===== config.mk =====
export PLATFORM = sky130hd
export DESIGN_NAME = contiguous_ring_reserve_manager_flat
export DESIGN_NICKNAME = d
export VERILOG_FILES = /design/src/rtl/crrm_pkg.sv /design/src/rtl/crrm_stream_if.sv /design/src/rtl/contiguous_ring_reserve_manager.sv /design/src/flat_wrapper.sv
export VERILOG_INCLUDE_DIRS = /design/src /design/src/rtl
export SDC_FILE = /design/constraint.sdc
export NUM_CORES = 1
export LEC_CHECK = 0
export BUFFER_PORTS_ARGS = -buffer_cell sky130_fd_sc_hd__buf_2
export CAP_MARGIN = 20
export CELL_PAD_IN_SITES_DETAIL_PLACEMENT = 1
export CELL_PAD_IN_SITES_GLOBAL_PLACEMENT = 2
export CORE_ASPECT_RATIO = 1.25
export CORE_MARGIN = 5
export CORE_UTILIZATION = 33
export CTS_CLUSTER_SIZE = 10
export DETAILED_ROUTE_END_ITERATION = 10
export PLACE_DENSITY = 0.89
export SLEW_MARGIN = 20
export SYNTH_ARGS = -nofsm -noshare
export SYNTH_HDL_FRONTEND = slang
export SYNTH_SLANG_ARGS = --single-unit

===== constraint.sdc =====
create_clock -name clk -period 6.6 [get_ports clk]
set_input_delay 0.66 -clock clk [delete_from_list [all_inputs] [get_ports clk]]
set_output_delay 0.66 -clock clk [all_outputs]
set_load 0.005 [all_outputs]

===== src/rtl/contiguous_ring_reserve_manager_macros.svh =====
// ---------------------------------------------------------------------------
// Assertion macros for the contiguous ring reserve manager
// Both macros sample on clk and are disabled while rst is high.
// ---------------------------------------------------------------------------
`ifndef CONTIGUOUS_RING_RESERVE_MANAGER_MACROS_SVH
`define CONTIGUOUS_RING_RESERVE_MANAGER_MACROS_SVH

// Condition that must hold at every sampled edge
`define CRRM_ASSERT_ALWAYS(label, expr) \
  label: assert property (@(posedge clk) disable iff (rst) (expr)) \
    else $error("assertion failed");

// Antecedent at one edge implies consequent at the next edge
`define CRRM_ASSERT_NEXT(label, ante, cons) \
  label: assert property (@(posedge clk) disable iff (rst) (ante) |=> (cons)) \
    else $error("assertion failed");

`endif


===== src/rtl/crrm_pkg.sv =====
`timescale 1ns / 1ps
// ---------------------------------------------------------------------------
// crrm_pkg
// Widths, request and status codes shared by the ring reserve manager.
// ---------------------------------------------------------------------------
package crrm_pkg;

  // position / length width: holds 0 .. MAX_BYTES
  localparam int POS_W = 17;
  localparam int OFS_W = 16;
  localparam int ST_W  = 3;
  localparam int OP_W  = 2;

  // APB register map
  localparam int APB_DW = 32;
  localparam int APB_AW = 3;

  localparam logic [POS_W-1:0] MAX_BYTES = 17'd65536;
  localparam logic [POS_W-1:0] MIN_BYTES = 17'd1;

  // register indexes
  localparam logic REG_CAPACITY = 1'b0;

  typedef enum logic [OP_W-1:0] {
    OP_RESERVE = 2'd0,
    OP_RELEASE = 2'd1,
    OP_PEEK    = 2'd2,
    OP_POP     = 2'd3
  } op_t;

  typedef enum logic [ST_W-1:0] {
    ST_OK           = 3'd0,
    ST_WAIT         = 3'd1,
    ST_TOO_LARGE    = 3'd2,
    ST_POP_OVERRUN  = 3'd3,
    ST_RELEASE_OVER = 3'd4,
    ST_ZERO_POP     = 3'd5
  } status_t;

endpackage


===== src/rtl/crrm_stream_if.sv =====
`timescale 1ns / 1ps
// ---------------------------------------------------------------------------
// crrm stream interfaces
// Valid/ready channels for requests and for results.
// ---------------------------------------------------------------------------
interface crrm_req_if;
  logic                        valid;
  logic                        ready;
  logic [crrm_pkg::OP_W-1:0]   op;
  logic [crrm_pkg::POS_W-1:0]  length;

  modport source (output valid, output op, output length, input ready);
  modport sink   (input valid, input op, input length, output ready);
endinterface

interface crrm_rsp_if;
  logic                        valid;
  logic                        ready;
  logic [crrm_pkg::ST_W-1:0]   status;
  logic [crrm_pkg::OFS_W-1:0]  offset;
  logic [crrm_pkg::POS_W-1:0]  count;

  modport source (output valid, output status, output offset, output count, input ready);
  modport sink   (input valid, input status, input offset, input count, output ready);
endinterface


===== src/rtl/contiguous_ring_reserve_manager.sv =====
`timescale 1ns / 1ps
// ---------------------------------------------------------------------------
// contiguous_ring_reserve_manager
// Pointer manager of a byte ring that hands out contiguous regions.
// ---------------------------------------------------------------------------
//  channel | dir | word
//  --------+-----+--------------------------------------------
//  req     | in  | op, length
//  rsp     | out | status, offset, count
//  apb     | in  | capacity register at byte address 0
//
//  One request per cycle sustained while results are taken; each passes
//  the request register, then the result register. The pointer update is
//  one pass of compares and adds on the state registers.
//  Reset clears the pointers and sets capacity and end mark to MAX_BYTES.
//  A stalled result holds in the result register while one more request
//  waits in the request register; ready drops only when both are full.
// ---------------------------------------------------------------------------
`include "contiguous_ring_reserve_manager_macros.svh"

module contiguous_ring_reserve_manager (
  input  logic                          clk,
  input  logic                          rst,
  crrm_req_if.sink                      req,
  crrm_rsp_if.source                    rsp,
  input  logic                          psel,
  input  logic                          penable,
  input  logic                          pwrite,
  input  logic [crrm_pkg::APB_AW-1:0]   paddr,
  input  logic [crrm_pkg::APB_DW-1:0]   pwdata,
  output logic [crrm_pkg::APB_DW-1:0]   prdata,
  output logic                          pready
);
  import crrm_pkg::*;

  // ring state
  logic [POS_W-1:0] capacity;
  logic [POS_W-1:0] head_pos, head_pos_next;
  logic [POS_W-1:0] tail_pos, tail_pos_next;
  logic [POS_W-1:0] end_mark, end_mark_next;
  logic [POS_W-1:0] reserved_len, reserved_len_next;
  logic             reserved_valid, reserved_valid_next;

  // request register
  logic             s1_valid;
  op_t              s1_op;
  logic [POS_W-1:0] s1_len;

  // result register
  logic             out_valid;
  status_t          out_status, status_next;
  logic [OFS_W-1:0] out_offset, offset_next;
  logic [POS_W-1:0] out_count, count_next;

  logic             advance;
  logic             cfg_write;
  logic [POS_W-1:0] cap_wdata, cap_clamped;

  // working values
  logic             torn;
  logic [POS_W-1:0] headroom;
  logic             drop;
  logic [POS_W-1:0] ph, pe;
  logic [POS_W:0]   pop_sum;

  // handshake
  assign advance   = s1_valid && (!out_valid || rsp.ready);
  assign req.ready = !s1_valid || advance;

  // APB: always ready, writes to index 0 only
  assign pready    = 1'b1;
  assign cfg_write = psel && penable && pwrite && (paddr[2] == REG_CAPACITY);
  assign cap_wdata = pwdata[POS_W-1:0];
  assign prdata    = (paddr[2] == REG_CAPACITY) ? {{(APB_DW-POS_W){1'b0}}, capacity} : '0;

  always_comb begin
    if (cap_wdata < MIN_BYTES) cap_clamped = MIN_BYTES;
    else if (cap_wdata > MAX_BYTES) cap_clamped = MAX_BYTES;
    else cap_clamped = cap_wdata;
  end

  // headroom for reserve, and the exhausted-segment drop shared by peek and pop
  assign torn     = tail_pos < head_pos;
  assign headroom = torn ? (head_pos - tail_pos)
                  : ((end_mark > tail_pos) ? (end_mark - tail_pos) : '0);
  assign drop     = (s1_op == OP_PEEK) ? ((head_pos != tail_pos) && (head_pos == end_mark))
                                       : (head_pos == end_mark);
  assign ph       = drop ? '0 : head_pos;
  assign pe       = drop ? capacity : end_mark;
  assign pop_sum  = {1'b0, ph} + {1'b0, s1_len};

  // request evaluation
  always_comb begin
    status_next         = ST_OK;
    offset_next         = '0;
    count_next          = '0;
    head_pos_next       = head_pos;
    tail_pos_next       = tail_pos;
    end_mark_next       = end_mark;
    reserved_len_next   = reserved_len;
    reserved_valid_next = reserved_valid;
    unique case (s1_op)
      OP_RESERVE: begin
        if (s1_len > capacity) begin
          status_next = ST_TOO_LARGE;
        end else if (s1_len < headroom) begin
          reserved_len_next   = s1_len;
          reserved_valid_next = 1'b1;
          offset_next         = tail_pos[OFS_W-1:0];
        end else if (torn || (head_pos == '0)) begin
          status_next = ST_WAIT;
        end else begin
          // early wrap, then retry once against the head
          end_mark_next = tail_pos;
          tail_pos_next = '0;
          if (s1_len < head_pos) begin
            reserved_len_next   = s1_len;
            reserved_valid_next = 1'b1;
          end else begin
            status_next = ST_WAIT;
          end
        end
      end
      OP_RELEASE: begin
        if (!reserved_valid || (s1_len > reserved_len)) begin
          status_next = ST_RELEASE_OVER;
        end else begin
          tail_pos_next       = tail_pos + s1_len;
          reserved_len_next   = '0;
          reserved_valid_next = 1'b0;
        end
      end
      OP_PEEK: begin
        head_pos_next = ph;
        end_mark_next = pe;
        if (ph != tail_pos) begin
          offset_next = ph[OFS_W-1:0];
          if (ph < tail_pos) count_next = tail_pos - ph;
          else if (pe > ph) count_next = pe - ph;
          else count_next = '0;
        end
      end
      OP_POP: begin
        if (s1_len == '0) begin
          status_next = ST_ZERO_POP;
        end else if (pop_sum < {1'b0, pe}) begin
          end_mark_next = pe;
          head_pos_next = pop_sum[POS_W-1:0];
        end else if (pop_sum == {1'b0, pe}) begin
          end_mark_next = capacity;
          head_pos_next = '0;
        end else begin
          status_next = ST_POP_OVERRUN;
        end
      end
      default: begin
        status_next = ST_OK;
      end
    endcase
  end

  // state registers; a capacity write reinitialises the ring
  always_ff @(posedge clk) begin
    if (rst) begin
      capacity       <= MAX_BYTES;
      head_pos       <= '0;
      tail_pos       <= '0;
      end_mark       <= MAX_BYTES;
      reserved_len   <= '0;
      reserved_valid <= 1'b0;
    end else if (cfg_write) begin
      capacity       <= cap_clamped;
      head_pos       <= '0;
      tail_pos       <= '0;
      end_mark       <= cap_clamped;
      reserved_len   <= '0;
      reserved_valid <= 1'b0;
    end else if (advance) begin
      head_pos       <= head_pos_next;
      tail_pos       <= tail_pos_next;
      end_mark       <= end_mark_next;
      reserved_len   <= reserved_len_next;
      reserved_valid <= reserved_valid_next;
    end
  end

  // request register
  always_ff @(posedge clk) begin
    if (rst) begin
      s1_valid <= 1'b0;
    end else if (req.ready) begin
      s1_valid <= req.valid;
    end
  end

  always_ff @(posedge clk) begin
    if (req.valid && req.ready) begin
      s1_op  <= op_t'(req.op);
      s1_len <= req.length;
    end
  end

  // result register
  always_ff @(posedge clk) begin
    if (rst) begin
      out_valid <= 1'b0;
    end else if (advance) begin
      out_valid <= 1'b1;
    end else if (rsp.ready) begin
      out_valid <= 1'b0;
    end
  end

  always_ff @(posedge clk) begin
    if (advance) begin
      out_status <= status_next;
      out_offset <= offset_next;
      out_count  <= count_next;
    end
  end

  assign rsp.valid  = out_valid;
  assign rsp.status = out_status;
  assign rsp.offset = out_offset;
  assign rsp.count  = out_count;

  // checks
  `CRRM_ASSERT_ALWAYS(a_cap_nonzero, capacity != '0)
  `CRRM_ASSERT_NEXT(a_accept_loads, req.valid && req.ready && !cfg_write, s1_valid)
  `CRRM_ASSERT_NEXT(a_advance_shows, advance && !cfg_write, rsp.valid)
  `CRRM_ASSERT_NEXT(a_release_clears,
      advance && !cfg_write && (s1_op == OP_RELEASE) && (status_next == ST_OK),
      !reserved_valid)
  `CRRM_ASSERT_NEXT(a_grant_holds,
      advance && !cfg_write && (s1_op == OP_RESERVE) && (status_next == ST_OK),
      reserved_valid && (reserved_len == $past(s1_len)))

endmodule


===== src/flat_wrapper.sv =====
// flat-port wrapper written by rule: the top's interface ports become plain ports
module contiguous_ring_reserve_manager_flat import crrm_pkg::*;
  (clk, rst, psel, penable, pwrite, paddr, pwdata, prdata, pready, req_valid, req_op, req_length, req_ready, rsp_valid, rsp_status, rsp_offset, rsp_count, rsp_ready);
  crrm_req_if req_i ();
  crrm_rsp_if rsp_i ();
  input  logic clk;
  input  logic rst;
  input  logic psel;
  input  logic penable;
  input  logic pwrite;
  input  logic [crrm_pkg::APB_AW-1:0] paddr;
  input  logic [crrm_pkg::APB_DW-1:0] pwdata;
  output logic [crrm_pkg::APB_DW-1:0] prdata;
  output logic pready;
  input wire logic [$bits(req_i.valid)-1:0] req_valid;
  input wire logic [$bits(req_i.op)-1:0] req_op;
  input wire logic [$bits(req_i.length)-1:0] req_length;
  output wire logic [$bits(req_i.ready)-1:0] req_ready;
  output wire logic [$bits(rsp_i.valid)-1:0] rsp_valid;
  output wire logic [$bits(rsp_i.status)-1:0] rsp_status;
  output wire logic [$bits(rsp_i.offset)-1:0] rsp_offset;
  output wire logic [$bits(rsp_i.count)-1:0] rsp_count;
  input wire logic [$bits(rsp_i.ready)-1:0] rsp_ready;
  assign req_i.valid = req_valid;
  assign req_i.op = req_op;
  assign req_i.length = req_length;
  assign req_ready = req_i.ready;
  assign rsp_valid = rsp_i.valid;
  assign rsp_status = rsp_i.status;
  assign rsp_offset = rsp_i.offset;
  assign rsp_count = rsp_i.count;
  assign rsp_i.ready = rsp_ready;
  contiguous_ring_reserve_manager u_core (.clk(clk), .rst(rst), .req(req_i), .rsp(rsp_i), .psel(psel), .penable(penable), .pwrite(pwrite), .paddr(paddr), .pwdata(pwdata), .prdata(prdata), .pready(pready));
endmodule

==> out/results.ini <==
[outcome]
status = finished clean

[min_path]
whs_path_depth = 1
min_to = u_core.s1_op[1]
hp-start = req_op[1]
worstHoldPathType = in -> reg

[yosys]
synth_area_per_cell_sq_um = 8.104
async_flop_share_pct = 0
synth_area_sq_mm = 0.01379
postSynthCellCount = 1701
yosysWarnings = 0
yosys_most_used_dff = dfxtp_1
seq_area_frac_synth_pct = 24.76
synth_seq_cells = 143
ys_types = 89
synth_edf_count = 55

[finish]
instances_no_fill = 2532
register_area_sq_mm = 0.003421
antenna_cells = 0
fill_cells = 5008
final_nets = 2213
syn_to_final_growth_pct = 26.54
multi_input_area_sq_mm = 0.01001
drive_above_1_share_pct = 22.27
fin_util_pct = 42.31

[clock_network]
clk_pin_slew_ns = 0.07
cts.htree.levels = 4
clk_latency_ns = 0.48
cts_max_path_buffers = 2
root_buffer = clkbuf_16
numCtsBuffers = 17
cts_hold_repair.buffers = 0
cts_sinks = 143
cts_tree = yes

[worst_setup_path]
startpoint_type = register
critPathTopFamily = compound AO/OA/AOI/OAI gates
ff2ff_path_depth = 31
cp_num_buf_inv = 4
arrival_ns = 6.90
endpoint_kind = register
worstPathRequired_ns = 6.95
critPathMaxFanout = 5
r2r-start = u_core.head_pos[14]
crit_path_top_delay_cell = o31a_1
crit_top_cell = buf_4
r2r_slack_ns = 0.05
critPathMaxStageDelay_ns = 0.39
critPathKind = reg -> reg
timing.rr.end = u_core.head_pos[1]

[drt]
drt-initial-drc-count = 921
vias = 14610
wl_per_cell_um = 24.34
drc = 0
drt-vias-per-instance = 5.771
totalWireLength_um = 61620
dr.pass1.iters = 5
ant_nets = 0

[timing]
hold_viol = 0
tightestPinTransition_ns = 1.121
setup_violations = 0
finalCritPeriodShare_pct = 99.20
finalSetupTns_ns = 0
period_minus_slack_ns = 6.547
maxSlewViolCount = 0
fmax_mhz = 152.7
slew_headroom_pct = 25.27
holdWs_ns = 0.3674
rsz0062_at_grt = true
fin_skew_ns = 0.02014

[power_and_ir_drop]
ir_drop_mv = 0.1978
power_density_mw_per_mm2 = 191.7
total_power_uw = 3343
leakage_uw = 0.007437

[place]
io_buffers = 98
dp.cells = 2467
dp_hpwl_um = 48320
place_congestion = 0.9553

[global_routing]
grt_pass1_wl_um = 90000
grt-ovfl-total = 0
grt.total_usage_pct = 25.92
grt_max_degree = 58
grt_antenna_before_repair = 0
grt_pass1_vias = 15340

[die]
core_sq_mm = 0.04123
row_count = 83
io_pins = 132
dieHeight_um = 238.5
die_area_sq_mm = 0.04599
die_x_um = 192.8
initial_core_util_pct = 33.44

[job]
maxCapViolations = 0

-- how the worst max path moves through the flow --
stage / from / end / slack, ns / cells past startpoint
final: u_core.head_pos[14] / u_core.head_pos[1] / 0.05 / 31
after global routing: u_core.head_pos[1] / u_core.end_mark[5] / -0.15 / 31
after CTS: u_core.head_pos[9] / u_core.end_mark[12] / 0.01 / 30
after detailed placement: u_core.tail_pos[12] / u_core.head_pos[1] / -0.33 / 32
after global placement: u_core.tail_pos[12] / u_core.head_pos[1] / -0.24 / 32
after floorplan: u_core.tail_pos[12] / u_core.head_pos[7] / 0.02 / 35
-- final cells by class --
type                            count  share of cell area (%)
Inverter                          132                   2.840
Tap cell                          552                   3.959
Clock buffer                       19                   2.539
Timing Repair Buffer              311                   12.58
Multi-Input combinational cell   1362                   57.39
Clock inverter                     13                   1.083
Sequential cell                   143                   19.61
-- kinds of logic after synthesis --
| kind of cell | share of synthesized area, % |
|---|---|
| multiplexers | 1.824 |
| AND/OR/NAND/NOR | 17.83 |
| AO/OA/AOI/OAI | 25.62 |
| buffers and inverters | 6.562 |
| other | 0.05448 |
| XOR/XNOR | 6.163 |
| flip-flops | 24.76 |
| adder cells (fa/ha/maj) | 17.19 |
-- where the power goes --
part           leakage, uW  switching (uW)  internal (uW)
Combinational      0.00588             767            510
Clock             0.000305             445            643
Sequential         0.00126            30.2            947
Total              0.00744            1240           2100
-- per-stage QoR --
| stage | worst slack (ns) | area (sq um) |
|---|---|---|
| 3_3_place_gp | -0.2424 | 16060 |
| 3_5_place_dp | -0.3313 | 16060 |
| 2_1_floorplan | 0.01769 | 13910 |
| 4_1_cts | 0.01088 | 16990 |
| 6_report | 0.05296 | 17440 |
| 5_1_grt | -0.1508 | 17440 |
-- synthesized netlist by cell type (7+ instances only) --
library cell | number | area, sq um
a211oi_1 | 9 | 67.56
a21o_1 | 48 | 360.4
a21oi_1 | 140 | 700.7
a22o_1 | 11 | 96.34
a22oi_1 | 48 | 360.4
a31oi_1 | 12 | 75.07
a32oi_1 | 8 | 70.07
and2_1 | 10 | 62.56
and3_1 | 11 | 68.82
buf_2 | 9 | 45.04
buf_4 | 19 | 142.6
clkbuf_1 | 41 | 153.9
dfxtp_1 | 88 | 1762
edfxtp_1 | 55 | 1652
ha_1 | 179 | 2240
inv_1 | 132 | 495.5
mux2i_1 | 24 | 240.2
nand2_1 | 135 | 506.7
nand2b_1 | 12 | 75.07
nand3_1 | 58 | 290.3
nand4_1 | 26 | 162.7
nor2_1 | 154 | 578.1
nor2b_1 | 32 | 200.2
nor3_1 | 24 | 120.1
nor4_1 | 17 | 106.4
o211ai_1 | 8 | 60.06
o21a_1 | 20 | 150.1
o21ai_0 | 78 | 390.4
o21ai_1 | 22 | 110.1
o21bai_1 | 14 | 105.1
o221ai_1 | 16 | 140.1
o22ai_1 | 8 | 50.05
o31a_1 | 7 | 61.31
o31ai_1 | 9 | 67.56
or3_1 | 9 | 56.30
xnor2_1 | 59 | 516.8
xor2_1 | 38 | 332.8
-- cells in the final DEF (no fill, tap or decap), drive strengths merged, types with 12 or more instances in the layout --
cell / netlist / layout
buf: 38 / 310
ha: 179 / 179
nor2: 154 / 154
a21oi: 141 / 141
nand2: 135 / 135
inv: 132 / 132
o21ai: 103 / 103
dfxtp: 88 / 88
nand3: 59 / 59
xnor2: 59 / 59
edfxtp: 55 / 55
a21o: 48 / 48
a22oi: 48 / 48
xor2: 38 / 38
nor2b: 32 / 32
nand4: 26 / 26
nor3: 26 / 26
mux2i: 24 / 24
o21a: 20 / 20
clkbuf: 41 / 20
nor4: 17 / 17
o221ai: 16 / 16
conb: 2 / 16
o21bai: 14 / 14
a31oi: 13 / 13
and2: 12 / 13
nand2b: 12 / 12
-- timing repair --
action,4_1_cts,5_1_grt
buffers inserted,21,10
setup endpoints to repair,34,42
resized for setup,26,62
cloned,2,1
pin swaps,20,42
-- worst register-to-register path, delay by kind of cell (launching register included) --
kind | cells | cell delay [ns]
AO/OA/AOI/OAI | 12 | 2.36
XOR/XNOR | 2 | 0.44
flip-flops | 1 | 0.35
adder cells (fa/ha/maj) | 3 | 0.82
buffers and inverters | 4 | 0.68
AND/OR/NAND/NOR | 10 | 1.77
-- layer usage --
layer | vias to the layer above | wire [um] | track usage [%]
met5 | - | 0 | 0
met1 | 7181 | 23860 | 29.34
met4 | 0 | 4294 | 15.67
met2 | 498 | 30430 | 46.26
li1 | 6730 | - | -
met3 | 202 | 3039 | 2.907
-- sequential cells by signal, indices dropped and copies added (netlist names) --
| name | count |
|---|---|
| u_core.end_mark | 17 |
| u_core.rsp.offset | 16 |
| u_core.reserved_len | 17 |
| u_core.s1_op | 2 |
| u_core.reserved_valid | 1 |
| u_core.s1_valid | 1 |
| u_core.capacity | 17 |
| u_core.rsp.status | 3 |
| u_core.tail_pos | 17 |
| u_core.rsp.valid | 1 |
| u_core.s1_len | 17 |
| u_core.rsp.count | 17 |
| u_core.head_pos | 17 |
No activity file was read; power rests on OpenSTA's default activity.
